**config.mk**
```make
export PLATFORM = sky130hd
export DESIGN_NAME = bkn_front_flat
export DESIGN_NICKNAME = d
export VERILOG_FILES = /design/src/design/bkn_pkg.sv /design/src/design/bkn_if.sv /design/src/design/bkn_front.sv /design/src/flat_wrapper.sv
export SDC_FILE = /design/constraint.sdc
export NUM_CORES = 1
export LEC_CHECK = 0
export BUFFER_PORTS_ARGS = -buffer_cell sky130_fd_sc_hd__buf_2
export CAP_MARGIN = 20
export CELL_PAD_IN_SITES_DETAIL_PLACEMENT = 1
export CELL_PAD_IN_SITES_GLOBAL_PLACEMENT = 2
export CORE_AREA = 2 2 108 110
export DETAILED_ROUTE_END_ITERATION = 8
export DIE_AREA = 0 0 110 112
export PLACE_DENSITY_LB_ADDON = 0.12
export SYNTH_ARGS = -nofsm -noshare
export SYNTH_HDL_FRONTEND = slang
export SYNTH_SLANG_ARGS = --single-unit
```
**constraint.sdc**
```tcl
create_clock -name vclk -period 14.2
set_input_delay 2.84 -clock vclk [all_inputs]
set_output_delay 2.84 -clock vclk [all_outputs]
set_load 0.005 [all_outputs]
```
**src/design/bkn_pkg.sv**
```systemverilog
`default_nettype none
package bkn_pkg;

  localparam int unsigned TableEntries = 1024;
  localparam int unsigned KeyCount     = 24;

  localparam logic [15:0] PressureStartReset  = 16'd1000;
  localparam logic [15:0] PressureMaxReset    = 16'd3000;
  localparam logic [15:0] LevelThresholdReset = 16'd6554;
  localparam logic [3:0]  MidiChannelReset    = 4'd0;

  localparam logic [31:0] CtrlNextKeys = 32'd65536;
  localparam logic [31:0] CtrlPrevKeys = 32'd4194304;
  localparam logic [31:0] CtrlOffKeys  = 32'd524288;

  localparam logic [6:0] VelocityOn    = 7'd100;
  localparam logic [3:0] StatusNoteOff = 4'h8;
  localparam logic [3:0] StatusNoteOn  = 4'h9;

  typedef enum logic [1:0] {
    REG_PRESSURE_START  = 2'd0,
    REG_PRESSURE_MAX    = 2'd1,
    REG_LEVEL_THRESHOLD = 2'd2,
    REG_MIDI_CHANNEL    = 2'd3
  } reg_e;

  typedef enum logic [0:0] {
    CMD_SAMPLE = 1'b0,
    CMD_LOAD   = 1'b1
  } cmd_e;

  typedef enum logic [1:0] {
    KIND_LOAD,
    KIND_CTRL,
    KIND_SAMPLE
  } kind_e;

  typedef enum logic [1:0] {
    CTRL_NONE = 2'd0,
    CTRL_NEXT = 2'd1,
    CTRL_PREV = 2'd2,
    CTRL_OFF  = 2'd3
  } ctrl_e;

  typedef enum logic [2:0] {
    EV_CONTROL   = 3'd0,
    EV_LEVEL     = 3'd1,
    EV_NOTE_OFF  = 3'd2,
    EV_NOTE_ON   = 3'd3,
    EV_LOAD_DONE = 3'd4
  } event_e;

  typedef struct packed {
    logic [15:0] pressure_start;
    logic [15:0] pressure_max;
    logic [15:0] level_threshold;
    logic [3:0]  midi_channel;
  } cfg_t;

  typedef struct packed {
    kind_e       kind;
    ctrl_e       code;
    logic [15:0] pressure;
    logic [23:0] key;
    logic [9:0]  index;
    logic [6:0]  note;
    logic        enable;
  } item_t;

endpackage
`default_nettype wire

```
**src/design/bkn_if.sv**
```systemverilog
`default_nettype none
interface bkn_in_if;
  logic        valid;
  logic        ready;
  logic [0:0]  command;
  logic [15:0] pressure_raw;
  logic [23:0] key_word;
  logic [9:0]  entry_index;
  logic [6:0]  entry_note;
  logic        entry_enable;

  modport source (output valid, command, pressure_raw, key_word, entry_index, entry_note,
                  entry_enable, input ready);
  modport sink (input valid, command, pressure_raw, key_word, entry_index, entry_note,
                entry_enable, output ready);
endinterface

`default_nettype wire

```
**src/design/bkn_front.sv**
```systemverilog
`default_nettype none
module bkn_front #(
  parameter int unsigned KEY_COUNT = bkn_pkg::KeyCount
) (
  bkn_in_if.sink          in_i,
  input  wire bkn_pkg::cfg_t cfg_i,
  input  wire             clearing_i,
  input  wire             full_i,
  output logic            push_o,
  output bkn_pkg::item_t  item_o
);

  logic [19:0] p_times_10;
  logic [19:0] start_times_9;
  logic [31:0] keys;

  assign in_i.ready = !full_i && !clearing_i;
  assign push_o     = in_i.valid && in_i.ready;

  // Control gestures compare against 90% of the start pressure without a divide.
  assign p_times_10    = 20'(in_i.pressure_raw) * 20'd10;
  assign start_times_9 = 20'(cfg_i.pressure_start) * 20'd9;
  assign keys          = 32'(KEY_COUNT'(in_i.key_word));

  always_comb begin
    item_o.pressure = in_i.pressure_raw;
    item_o.key      = in_i.key_word;
    item_o.index    = in_i.entry_index;
    item_o.note     = in_i.entry_note;
    item_o.enable   = in_i.entry_enable;
    item_o.code     = bkn_pkg::CTRL_NONE;
    if (in_i.command == bkn_pkg::CMD_LOAD) begin
      item_o.kind = bkn_pkg::KIND_LOAD;
    end else if (p_times_10 < start_times_9) begin
      item_o.kind = bkn_pkg::KIND_CTRL;
      if (keys == bkn_pkg::CtrlNextKeys) begin
        item_o.code = bkn_pkg::CTRL_NEXT;
      end else if (keys == bkn_pkg::CtrlPrevKeys) begin
        item_o.code = bkn_pkg::CTRL_PREV;
      end else if (keys == bkn_pkg::CtrlOffKeys) begin
        item_o.code = bkn_pkg::CTRL_OFF;
      end
    end else begin
      item_o.kind = bkn_pkg::KIND_SAMPLE;
    end
  end

endmodule
`default_nettype wire

```
**src/flat_wrapper.sv**
```systemverilog
// flat-port wrapper written by rule: the top's interface ports become plain ports
module bkn_front_flat 
#(
  parameter int unsigned KEY_COUNT = bkn_pkg::KeyCount
)
  (cfg_i, clearing_i, full_i, push_o, item_o, in_i_valid, in_i_command, in_i_pressure_raw, in_i_key_word, in_i_entry_index, in_i_entry_note, in_i_entry_enable, in_i_ready);
  bkn_in_if in_i_i ();
  input  wire bkn_pkg::cfg_t cfg_i;
  input  wire clearing_i;
  input  wire full_i;
  output logic push_o;
  output bkn_pkg::item_t item_o;
  input wire logic [$bits(in_i_i.valid)-1:0] in_i_valid;
  input wire logic [$bits(in_i_i.command)-1:0] in_i_command;
  input wire logic [$bits(in_i_i.pressure_raw)-1:0] in_i_pressure_raw;
  input wire logic [$bits(in_i_i.key_word)-1:0] in_i_key_word;
  input wire logic [$bits(in_i_i.entry_index)-1:0] in_i_entry_index;
  input wire logic [$bits(in_i_i.entry_note)-1:0] in_i_entry_note;
  input wire logic [$bits(in_i_i.entry_enable)-1:0] in_i_entry_enable;
  output wire logic [$bits(in_i_i.ready)-1:0] in_i_ready;
  assign in_i_i.valid = in_i_valid;
  assign in_i_i.command = in_i_command;
  assign in_i_i.pressure_raw = in_i_pressure_raw;
  assign in_i_i.key_word = in_i_key_word;
  assign in_i_i.entry_index = in_i_entry_index;
  assign in_i_i.entry_note = in_i_entry_note;
  assign in_i_i.entry_enable = in_i_entry_enable;
  assign in_i_ready = in_i_i.ready;
  bkn_front #(.KEY_COUNT(KEY_COUNT)) u_core (.in_i(in_i_i), .cfg_i(cfg_i), .clearing_i(clearing_i), .full_i(full_i), .push_o(push_o), .item_o(item_o));
endmodule
```
# Word-level counts from Yosys, hierarchy flattened
# Index checks and enable logic that the tools add are counted.
# word_totals
wordCells	17
register_bits	0
output_inout_bits	64
inputBits	114
# op_classes
n_lt_le_gt_ge	1
eq_ne	3
n_reduce_logical	4
n_mul	2
mux	7
# ops
operator	count
24-bit by 17-bit == test with 1-bit output, second input constant	1
24-bit by 20-bit == test with 1-bit output, second input constant	1
24-bit by 23-bit == test with 1-bit output, second input constant	1
20-bit less-than comparator	1
16-bit by 4-bit multiplier with 20-bit output, second input constant	1
16-bit by 3-bit multiplier with 19-bit output, second input constant	1
2-bit two-way mux	7
1-bit logical AND	2
1-bit zero test	2

# Longest topological paths before layout
# depth
ltp_word	6
depth_mapped	15
mapped_depth_nobuf	15

# Worst setup path before layout
# OpenSTA, ideal clock, no wires.
# synth_timing
path_kind	input-to-output
from	input port cfg_i[41] (netlist name)
to	output port item_o[58] (netlist name)
t_arrival_ps	5886
slack_ps	5474
required_ps	11360
n_path_buf	0
path_stages	12
path_cell_list	ha_1 > ha_1 > or4_1 > and2_1 > o21ai_0 > xor2_1 > ha_1 > a21oi_1 > o21ai_0 > a2111o_1 > o211a_1 > nor4b_1
# synth_rtl
element	line_no	source
start, declared	flat_wrapper.sv:8	input wire bkn_pkg::cfg_t cfg_i;
end, declared	flat_wrapper.sv:12	output bkn_pkg::item_t item_o;

==> results.yml <==
detailed_routing:
  drt_iter0_drc: 33
  drc_errors: 0
  wl_per_cell_um: 13.3
  viasPerCell: 4.77
  via_count: 2498
  ant_nets: 0
  wirelength_um: 6950
  drt_pre_antenna_iters: 2
clocking:
  cts_resized: 0
  postCtsSetupBuffers: 0
  cts_hold_buf: 0
grt:
  gr-total-overflow: 0
  grt_start_max_net_pins: 9
  antenna_found_initial: 0
  first_global_vias: 2547
  grt_pass1_wl_um: 11300
  grt_usage: 0.109
critical_path:
  arrival_ps: 6580
  critPathCaptureType: "primary output"
  crit_required_ps: 11360
  crit_fanout: 4
  path_class: "in2out"
  worst_setup_path_start_kind: "input pin"
timing:
  setup_viol: 0
  finalCritPeriodShare: 0.663
  maxSlewHeadroom: 0.622
  grt_setup_unrepaired: "false"
  worst_slack_ps: 4780
  worstMarginPinSlew_ps: 566
  slew_viol_final: 0
  hold_violations: 0
  fmax_ghz: 0.106
  tns_ps: 0
  fin_crit_ps: 9420
floorplan:
  boundaryPins: 178
  die-height_um: 112
  core_area_um2: 11200
  die_w_um: 110
  num_rows: 39
  die_area_um2: 12300
  initial_core_util: 0.234
layout:
  clkbuf_count: 0
  fillers: 1396
  final_cell_mix: "106 x buf_2, 73 x ha_1, 24 x nor2_1, 23 x a21oi_1, 15 x o21ai_0"
  final_common_cell: "buf_2"
  ff_latch_area_um2: 0
  fin_nets: 572
  fin_area_um2: 2890
  numSequentialCells: 0
  n_antenna_cell: 0
  area_growth_pct: 10.5
  drive_gt1_frac: 0.286
yosys:
  syn_avg_cell_area_um2: 7.85
  synth_cell_types: 45
  synth_nets: 522
  ys_seq_area_frac: 0
  synthCells: 333
  netlist_area_um2: 2620
  yosysWarnings: 0
placed_design:
  io_buffers: 106
  place_congestion: 0.711
  dpl_cell_area_um2: 2890
  hpwl_um: 6380
  place_ws_ps: 4720
worst_hold_path:
  holdPathStages: 0
  holdPathEnd: "item_o[13]"
  hold_path.class: "in2out"
  hp-start: "in_i_entry_index[5]"
outcome:
  status: "finished, final reports clean"
pwr:
  switching_share: 0.544
  p_switching_uw: 85.1
  p_int_uw: 71.4
  leakage_uw: 0.00155
  power_frac_comb: 1.000
  sequentialPowerShare: 0
  clkPwrFrac: 0
  peakVddDrop_v: 0.0000103
  power_density_nw_per_um2: 54.2
flow_run:
  drv_cap: 0
## cells in the mapped netlist (3+ instances only)
| cell | instances | share of area |
|---|---|---|
| xor2_1 | 11 | 0.037 |
| o21a_1 | 7 | 0.020 |
| a211oi_1 | 5 | 0.014 |
| nor2b_1 | 3 | 0.0072 |
| buf_4 | 58 | 0.17 |
| nand2_1 | 14 | 0.020 |
| a21o_1 | 9 | 0.026 |
| xnor2_1 | 11 | 0.037 |
| nand4_1 | 3 | 0.0072 |
| inv_1 | 13 | 0.019 |
| nor2_1 | 24 | 0.034 |
| and3_1 | 4 | 0.0096 |
| nor4b_1 | 3 | 0.010 |
| o21ai_0 | 15 | 0.029 |
| ha_1 | 73 | 0.35 |
| nor4_1 | 5 | 0.012 |
| nand3_1 | 6 | 0.011 |
| nor3_1 | 7 | 0.013 |
| or4_1 | 3 | 0.0086 |
| a21oi_1 | 23 | 0.044 |
## layer usage
layer	track usage	wire (um)	vias up	part of all wire
met5	0	0	-	0
met4	0.00169	12	0	0.0017
met3	0.00820	389	4	0.056
met2	0.201	3290	88	0.47
met1	0.145	3260	1127	0.47
li1	-	-	1279	-
## final cells by class
cell class,instances,area (um2),area share
inverters,13,48.8,0.0169
multi-input cells,262,2130,0.738
repair buffers,106,531,0.184
well taps,143,179,0.0619
## cells by family after synthesis
kind of cell | share of synthesized area
AOI/OAI and AO/OA | 0.210
xor gates and xnor gates | 0.0737
adders and majority gates | 0.365
buffers and inverters | 0.185
muxes | 0.00766
and+or+nand+nor | 0.159
## worst max path at each step
| stage | startpoint | to | slack [ps] | cells after the start |
|---|---|---|---|---|
| finish | cfg_i[37] | item_o[59] | 4780 | 15 |
| global route | cfg_i[37] | item_o[59] | 4400 | 15 |
| CTS | cfg_i[37] | item_o[59] | 4700 | 15 |
| detailed placement | cfg_i[37] | item_o[59] | 4720 | 15 |
| global placement | cfg_i[37] | item_o[58] | 4710 | 15 |
| floorplan | cfg_i[41] | item_o[58] | 5470 | 12 |
## through the flow
step,utilization,hold WS [ps],std cells,total power (uW)
CTS,0.259,5680,524,161
detailed placement,0.259,5680,524,160
global route,0.259,5680,524,183
floorplan,-,5710,333,122
finish,0.259,5680,524,156
global placement,0.259,5680,524,158
## critical path: stages
cell,delay [ps]
buf_2,110
ha_1,280
ha_1,240
fa_1,440
a211oi_1,280
o21ai_0,190
a21oi_1,380
o21bai_1,130
xnor2_1,170
ha_1,190
a211oi_1,310
o2111ai_1,220
a211o_1,360
nor4b_1,280
buf_2,160
## power groups by stage
stage               combinational (uW)  sequential, uW  clock (uW)
global route                       183               0           0
floorplan                          122               0           0
finish                             156               0           0
global placement                   158               0           0
detailed placement                 160               0           0
CTS                                161               0           0
(Power assumes the default switching activity.)
