## src/design/bkn_pkg.sv

```systemverilog
`default_nettype none
package bkn_pkg;

  localparam int unsigned TableEntries = 1024;
  localparam int unsigned KeyCount     = 24;

  localparam logic [15:0] PressureStartReset  = 16'd1000;
  localparam logic [15:0] PressureMaxReset    = 16'd3000;
  localparam logic [15:0] LevelThresholdReset = 16'd6554;
  localparam logic [3:0]  MidiChannelReset    = 4'd0;

  localparam logic [31:0] CtrlNextKeys = 32'd65536;
  localparam logic [31:0] CtrlPrevKeys = 32'd4194304;
  localparam logic [31:0] CtrlOffKeys  = 32'd524288;

  localparam logic [6:0] VelocityOn    = 7'd100;
  localparam logic [3:0] StatusNoteOff = 4'h8;
  localparam logic [3:0] StatusNoteOn  = 4'h9;

  typedef enum logic [1:0] {
    REG_PRESSURE_START  = 2'd0,
    REG_PRESSURE_MAX    = 2'd1,
    REG_LEVEL_THRESHOLD = 2'd2,
    REG_MIDI_CHANNEL    = 2'd3
  } reg_e;

  typedef enum logic [0:0] {
    CMD_SAMPLE = 1'b0,
    CMD_LOAD   = 1'b1
  } cmd_e;

  typedef enum logic [1:0] {
    KIND_LOAD,
    KIND_CTRL,
    KIND_SAMPLE
  } kind_e;

  typedef enum logic [1:0] {
    CTRL_NONE = 2'd0,
    CTRL_NEXT = 2'd1,
    CTRL_PREV = 2'd2,
    CTRL_OFF  = 2'd3
  } ctrl_e;

  typedef enum logic [2:0] {
    EV_CONTROL   = 3'd0,
    EV_LEVEL     = 3'd1,
    EV_NOTE_OFF  = 3'd2,
    EV_NOTE_ON   = 3'd3,
    EV_LOAD_DONE = 3'd4
  } event_e;

  typedef struct packed {
    logic [15:0] pressure_start;
    logic [15:0] pressure_max;
    logic [15:0] level_threshold;
    logic [3:0]  midi_channel;
  } cfg_t;

  typedef struct packed {
    kind_e       kind;
    ctrl_e       code;
    logic [15:0] pressure;
    logic [23:0] key;
    logic [9:0]  index;
    logic [6:0]  note;
    logic        enable;
  } item_t;

endpackage
`default_nettype wire

```

## src/design/bkn_fifo.sv

```systemverilog
`default_nettype none
module bkn_fifo (
  input  wire            clk_i,
  input  wire            rst_ni,
  input  wire            push_i,
  input  wire bkn_pkg::item_t item_i,
  input  wire            pop_i,
  output bkn_pkg::item_t item_o,
  output logic           full_o,
  output logic           empty_o
);

  bkn_pkg::item_t slot_q [2];
  logic       wr_ptr_q, rd_ptr_q;
  logic [1:0] count_q;

  assign full_o  = count_q == 2'd2;
  assign empty_o = count_q == 2'd0;
  assign item_o  = slot_q[rd_ptr_q];

  always_ff @(posedge clk_i) begin
    if (push_i) begin
      slot_q[wr_ptr_q] <= item_i;
    end
  end

  always_ff @(posedge clk_i or negedge rst_ni) begin
    if (!rst_ni) begin
      wr_ptr_q <= 1'b0;
      rd_ptr_q <= 1'b0;
      count_q  <= 2'd0;
    end else begin
      if (push_i) begin
        wr_ptr_q <= !wr_ptr_q;
      end
      if (pop_i) begin
        rd_ptr_q <= !rd_ptr_q;
      end
      if (push_i && !pop_i) begin
        count_q <= count_q + 2'd1;
      end else if (pop_i && !push_i) begin
        count_q <= count_q - 2'd1;
      end
    end
  end

endmodule
`default_nettype wire

```

## config.mk

```make
export PLATFORM = sky130hd
export DESIGN_NAME = bkn_fifo
export DESIGN_NICKNAME = d
export VERILOG_FILES = /design/src/design/bkn_pkg.sv /design/src/design/bkn_fifo.sv
export SDC_FILE = /design/constraint.sdc
export NUM_CORES = 1
export LEC_CHECK = 0
export ABC_AREA = 1
export ABC_CLOCK_PERIOD_IN_PS = 4410
export BUFFER_PORTS_ARGS = -buffer_cell sky130_fd_sc_hd__buf_2
export CAP_MARGIN = 0
export CORE_MARGIN = 5
export CORE_UTILIZATION = 40
export CTS_CLUSTER_SIZE = 10
export DETAILED_ROUTE_END_ITERATION = 6
export GPL_TIMING_DRIVEN = 0
export PLACE_DENSITY = 0.69
export REMOVE_ABC_BUFFERS = 1
export SKIP_LAST_GASP = 1
export SYNTH_ARGS = -nofsm -noshare
export SYNTH_HDL_FRONTEND = slang
export SYNTH_SLANG_ARGS = --single-unit
export TNS_END_PERCENT = 100
```

## constraint.sdc

```tcl
create_clock -name clk_i -period 4.41 [get_ports clk_i]
set_input_delay 0.2205 -clock clk_i [delete_from_list [all_inputs] [get_ports clk_i]]
set_output_delay 0.2205 -clock clk_i [all_outputs]
set_load 0.01 [all_outputs]
```

* Word level (Yosys, flattened, before mapping)
Memory sizes are Yosys's and may differ from the RTL's.
Cells that the tools add are included.
Widths: inputs -> output; s select.
** Word-level totals
- Register bits :: 4
- Latch bits :: 0
- Memory bits (writable) :: 124
- Memory bits (read-only) :: 0
- Input port bits :: 66
- Output and inout bits :: 64
- Logic and storage cells :: 19
- Memories kept :: 1
** Memory list
- slot_q :: depth 2, bits a word 62, read ports 1, clocked after Yosys merged registers in 0, write ports 1, line bkn_fifo.sv:13 : bkn_pkg::item_t slot_q [2];
** Operators by class
- $add $sub $neg :: 2
- $mul :: 0
- Div/mod/pow operators :: 0
- $lt $le $gt $ge :: 0
- Eq/ne operators :: 1
- Shifts and indexed selects :: 0
- Muxes and demuxes :: 4
- Bitwise operators :: 0
- Reduce and logical (&&, ||, !) cells :: 8
** Operators with widths (number)
- $logic_not 1->1 :: 4
- $mux 2 :: 2
- $add 2x1->2 const B :: 1
- $eq 2x2->1 const B :: 1
- $logic_and 1x1->1 :: 2
- $logic_not 2->1 :: 1
- $mux 1 :: 2
- $reduce_bool 2->1 :: 1
- $sub 2x1->2 const B :: 1

* Depth between registers and ports, before layout
Gate-level depths: netlist of run 1.
- Word-level depth :: 4
- Mapped depth :: 7
- Depth with buffers taken out :: 7

* Worst setup path after synthesis of run 1
Ideal clock, no wire load.
- Path type :: flip-flop to flip-flop
- From :: register wr_ptr_q
- To :: memory slot_q[0][0] in the netlist's numbering, enable pin
- Setup time :: 484 ps
- Arrival :: 3004 ps
- Required time :: 3926 ps
- Setup slack :: 922 ps
- Stages on the path, launching flop included :: 2
- Buffers on the path :: 0
- Period minus slack after synthesis :: 3488 ps
- Path through :: dfrtp_1 > nor2_1
** RTL lines
- start: declaration :: line bkn_fifo.sv:14 : logic wr_ptr_q, rd_ptr_q;
- start signal: assignment :: line bkn_fifo.sv:34 : wr_ptr_q <= !wr_ptr_q;
- end: declaration :: line bkn_fifo.sv:13
Straight into the memory's write port.

==> impl_results.md, run 1 <==
* Synth Instances at roughly 220
* Final worst slack at slightly above 2 ns
* Starting Density at between 40 and 50%
* FP Rows at 40
* Core area at 0.0121 sq mm
* Nets at 493
* CTS Hold Bufs at 54
* # fillers at 977
* Share of cells above drive strength 1 at roughly half
* Setup TNS at 0 ns
* Vias at 2669
* Worst Reg2Reg Path Length in Cells at 3
* Initial antenna violation count at 0
* Synth-to-Final Area Change at 39.8%
* Maximum clock rate at between 400 and 500 MHz
* Overall Power at about 4.2 mW
* Reg clk slew, reported paths at approximately 0.05 ns
* Cell Area, Placed at 0.00580 sq mm
* Remaining antenna violation count after routing at 0
* Start point of the worst hold path: item_i[25]
* Worst EP arrival at between 2 and 2.5 ns
* Non-filler cells, final at approximately 600
* Total leakage power at about 2.9 nW
* Async set or reset register ratio after synthesis at under 10%
* Max Root-Sink Buffers at 2
* Yosys warns at 0
* DR iter-0 viols at 150
* Final setup viols at 0
* PwrDens at slightly above 600 mW/mm^2
* Req. time, crit path at roughly 4.2 ns
* Setup Skew at between 0.007 and 0.008 ns
* Max Cap Viol at 0
* Hold Vio Cnt, Final at 0
* Min Tclk post-route at between 2 and 2.5 ns
* Synth Area per Inst at 22.8 sq um
* Die Span Y at ~120 microns
* Root buffer cell: clkbuf_16
* Cell Area, Synth at ~0.005 sq mm
* Peak supply drop at ~0.38 mV
* Status: complete, no violations
* Setup Buffers After CTS at 0
* Slew headroom at 52.8%
* R2R Path Start: wr_ptr_q
* Post-synth top flop: edfxtp_1
* RePlAce Congestion at approximately 0.75
* R2R setup slack at 2.76 ns
* CTS resizes at 0
* Grt ovf at 0
* DR pass1 iterations at 4
* Number of synthesized flops with an enable pin at 124
* First-pass GRT wire length at 14.6 mm
* Hold Slack at 0.0298 ns
* Sink Count at about 130
* Area of the die at roughly 0.015 sq mm
* DP Cell Count at 512
* Worst-Skew Late Latency at approximately 0.40 ns
* Drc violations at 0
* Distinct cells, synth at 14
* Slew @ Worst Pin at 0.707 ns
* Buffers on Ports at around 130
* Final instance area at about 0.007 sq mm
* Core Util, Final at between 50 and 60%
* Tightest Hold Check Type: in -> reg
* Unrepaired setup endpoints after global routing: no
* CTS tree: done
* Startpoint types: flop
* Setup CP Type: reg -> out
* CP Launch Point: rd_ptr_q
* Vias per Instance at ~4.4
* CTS Buf Count at 17
* Die X at 122 microns
* N_diodes at 0
* Hold EP: slot_q[1][25]
* Clock H-tree levels at 4
* Sequential fraction of the synthesis area at between 70% and 80%
* Ports at 130
* Hold path depth at 1
* Total wire length at between 9 and 10 mm
* Overall global routing resource usage at between 10% and 20%
* Seq cells post-synth at around 130
* Critical path endpoint category: primary output
* Tcrit/Tclk final at between 50% and 60%
* Worst-path fanout max at 36
* Placement Setup Slack at 2.46 ns
* Drt wl/cell at about 15 microns
* Max Slew Vio Count at 0
* Reg2Reg Capture Point: slot_q[1][57]
* Detail Placement HPWL at 5.80 mm
* Largest net degree at the start of global routing at 37
* Vias in the first global route at between 2000 and 3000
==> where the power goes <==
group / internal (mW) / leakage, nW / switching (mW) / total [mW]
clock: 0.799 / 0.265 / 0.450 / 1.25
sequential: 1.62 / 1.21 / 0.161 / 1.78
combinational: 0.683 / 1.38 / 0.535 / 1.22
total: 3.10 / 2.86 / 1.15 / 4.25
==> worst max-delay path by stage <==
stage,end,cells past startpoint
floorplan,slot_q[0][0],1
global placement,slot_q[0][30],3
detailed placement,item_o[54],3
CTS,item_o[54],3
global route,item_o[54],3
finish,item_o[54],3
==> cells in the mapped netlist, types with 2 or more instances <==
library cell | count | area, sq um
mux2_2 | 3 | 33.8
xor2_1 | 2 | 17.5
inv_1 | 7 | 26.3
edfxtp_1 | 124 | 3720
buf_12 | 6 | 120
dfrtp_1 | 4 | 100
nand2_1 | 5 | 18.8
nor2_1 | 3 | 11.3
mux2_4 | 59 | 886
==> cell families after synthesis <==
group / after synthesis / share of synthesized area (%)
xor gates and xnor gates: 3 / 0.528
adders and majority gates: 1 / 0.251
buffers and inverters: 14 / 3.17
DFF: 128 / 76.8
muxes: 62 / 18.5
and+or+nand+nor: 10 / 0.829
==> routing by layer <==
metal | up-vias | global-route usage [%] | part of all wire, %
li1 | 1266 | - | -
met1 | 1315 | 14.2 | 39
met2 | 86 | 23.0 | 54
met3 | 2 | 5.48 | 6.2
met4 | 0 | 4.62 | 0.31
met5 | - | 0 | 0
==> layout by cell type (no fill, tap or decap) <==
cell type,synthesis,final
nor2_4,0,1
bufinv_16,0,1
nand4_1,1,1
nor2_1,3,2
clkbuf_16,0,17
xnor2_1,1,1
buf_12,6,4
inv_1,7,6
ha_1,1,1
clkbuf_8,0,2
edfxtp_1,124,124
xor2_1,2,2
mux2_2,3,3
inv_2,0,1
nand3_1,1,1
clkinv_2,0,5
mux2_4,59,59
clkbuf_1,0,6
dfrtp_4,0,1
buf_2,0,129
clkinvlp_4,0,1
nand2_1,5,5
dlygate4sd3_1,0,63
dfrtp_1,4,3
==> worst max-delay path, cell delays in order, from the launching register on <==
cell and delay, ns:
dfrtp_4 0.87, buf_12 0.32, mux2_2 0.37, buf_2 0.15
==> sequential cells by signal (all words and copies together) (netlist names) <==
signal    count
rd_ptr_q      1
slot_q      124
count_q       2
wr_ptr_q      1
==> layout make-up <==
type	instances	area [sq um]	share of cell area, %
clock buffer	25	475	6.83
clock inverter	7	62.6	0.898
inverter	7	26.3	0.377
multi-input combinational	76	1010	14.5
sequential	128	3830	54.9
tap	168	210	3.02
timing repair buffer	196	1360	19.5
(Power assumes the default switching activity.)
==> inputs of run 2 (changes only) <==
ABC_CLOCK_PERIOD_IN_PS = 1910   (was 4410)
PLACE_DENSITY = 0.72   (was 0.69)
clock period = 1.91 ns   (was 4.41 ns; I/O delays follow)
==> run 2 against run 1 <==
  * Clock-buffer cell count shrank 6
  * Critical path depth stayed put
  * Global-route usage grew 0.55 points
  * Via count decreased by 0.97%
  * Flip-flop and latch count unchanged
  * Clock power up 110%
  * Clock skew hardly changed
  * Largest cell class unchanged
  * Highest routed layer unchanged
==> impl_results.md, run 2 (synthesis results as in run 1) <==
* Non-filler cells, final at slightly above 600
* Critical path endpoint category: primary output
* Total wire length at around 9.7 mm
* Total leakage power at 2.88 nW
* Detail Placement HPWL at slightly below 6 mm
* CTS Buf Count at 17
* Unrepaired setup endpoints after global routing: no
* Final instance area at between 0.007 and 0.008 sq mm
* Min Tclk post-route at between 1.5 and 2 ns
* Vias per Instance at 4.33
* Worst-Skew Late Latency at 0.40 ns
* # fillers at 950
* Grt ovf at 0
* Reg clk slew, reported paths at about 0.050 ns
* Number of flip-flops in the largest register at approximately 120
* Clock H-tree levels at 4
* Peak supply drop at ~0.73 mV
* Most frequent cells in the layout: 129 x buf_2, 124 x edfxtp_1, 65 x dlygate4sd3_1
* Slew @ Worst Pin at 0.664 ns
* DR iter-0 viols at 130
* Die Span Y at 122 microns
* Setup Skew at roughly 0.0076 ns
* Max Cap Viol at 0
* Max Root-Sink Buffers at 2
* Cell Area, Placed at between 0.005 and 0.006 sq mm
* Max Slew Vio Count at 0
* CTS tree: done
* Commonest non-fill, non-tap cell in the layout: buf_2
* PwrDens at between 1000 and 1500 mW/mm^2
* Share of cells above drive strength 1 at 50.9%
* Tightest Hold Check Type: in -> async
* Tcrit/Tclk final at 94.3%
* Vias at roughly 2600
* CP peak stage delay at 0.51 ns
* Root buffer cell: clkbuf_16
* N_diodes at 0
* Worst path slowest cell: dfrtp_4
* FP Rows at 40
* Largest regs: slot_q: 124 flops, count_q: 2 flops
* CP delay by family, top: flip-flops
* Synth-to-Final Area Change at 40.8%
* Slew headroom at 55.7%
* Nets at around 500
* Overall Power at 9.80 mW
* CTS resizes at 0
* Worst EP arrival at about 1.7 ns
* Maximum clock rate at 555 MHz
* Req. time, crit path at roughly 1.8 ns
* First-pass GRT wire length at 15.0 mm
* Initial antenna violation count at 0
* Drc violations at 0
* Critical Path, Cell by Cell: bufbuf_16 > mux2_4 > buf_2
* Buffers on Ports at ~130
* Final setup viols at 0
* Sink Count at ~130
* DP Cell Count at just over 500
* Remaining antenna violation count after routing at 0
* Setup CP Type: reg -> out
* Vias in the first global route at 3011
* RePlAce Congestion at between 0.7 and 0.8
* Ports at 130
* Hold Vio Cnt, Final at 0
* Overall global routing resource usage at 13.6%
* Worst-path fanout max at 20
* Core area at approximately 0.012 sq mm
* Largest net degree at the start of global routing at 36
* Startpoint types: flop
* Drt wl/cell at around 16 microns
* Core Util, Final at between 50% and 60%
* Status: complete, no violations
* Largest Register: slot_q
* CP Buf/Inv Count at 2
* Starting Density at between 40% and 50%
* Area of the die at 0.0148 sq mm
* Die X at 122 microns
* DR pass1 iterations at 4
run 2: cell count changes in the layout (fill, tap and decap cells not counted), moves of 2 or more:
cell           change
clkbuf_1           -4
clkinv_1           +4
clkbuf_8           -2
dlygate4sd3_1      +2
run 2: final cells by class:
type	count	area (sq um)	share of cell area, %
flip-flops and latches	128	3830	54.6
inverters	7	26.3	0.375
multi-input cells	76	1010	14.4
well taps	168	210	3.00
clock buffers	19	433	6.17
clock inverters	10	50.0	0.714
repair buffers	202	1460	20.8
run 2: worst register-to-register path, cell delays in order (launching register included):
cell and delay, ns:
dfrtp_1 0.42, nand2_1 0.09, inv_2 0.49, buf_12 0.30
run 2: path summary, 6_finish.rpt:
path,startpoint,end,slack (ns),cells after the start
max reg2reg,wr_ptr_q,slot_q[1][47],0.27,3
max,rd_ptr_q,item_o[25],0.11,3
max in group asynchronous,rst_ni,rd_ptr_q,1.74,2
min in group clk_i,item_i[12],slot_q[0][12],0.41,2
min reg2reg,count_q[0],count_q[0],0.54,1
min,rst_ni,count_q[0],0.03,2
run 2: stage by stage:
stage | TNS (ns) | setup WS [ns] | hold WS, ns
finish | 0 | 0.108 | 0.0344
global route | 0 | 0.0536 | 0.0476
CTS | 0 | 0.0790 | 0.00621
detailed placement | 0 | 0.204 | -0.0896
global placement | -359.88 | -3.11 | -0.0984
floorplan | -162.63 | -1.58 | -0.200
run 2: what timing repair did:
| action | 4_1_cts | 5_1_grt |
|---|---|---|
| buffers inserted | 3 | 0 |
| endpoints found under the hold margin | 130 | 0 |
| hold buffers | 65 | 0 |
| setup endpoints to repair | 39 | 0 |
run 2: routing by layer:
metal  routed length, microns  GRT usage (%)
met1                     3840           15.0
met2                     5150           23.7
met3                      518           4.74
met4                      168           6.30
met5                        0              0
run 2: power breakdown:
group	internal [mW]	total [mW]	switching, mW
Clock	1.60	2.63	1.03
Sequential	3.74	3.92	0.176
Combinational	1.75	3.25	1.50
Total	7.09	9.80	2.71
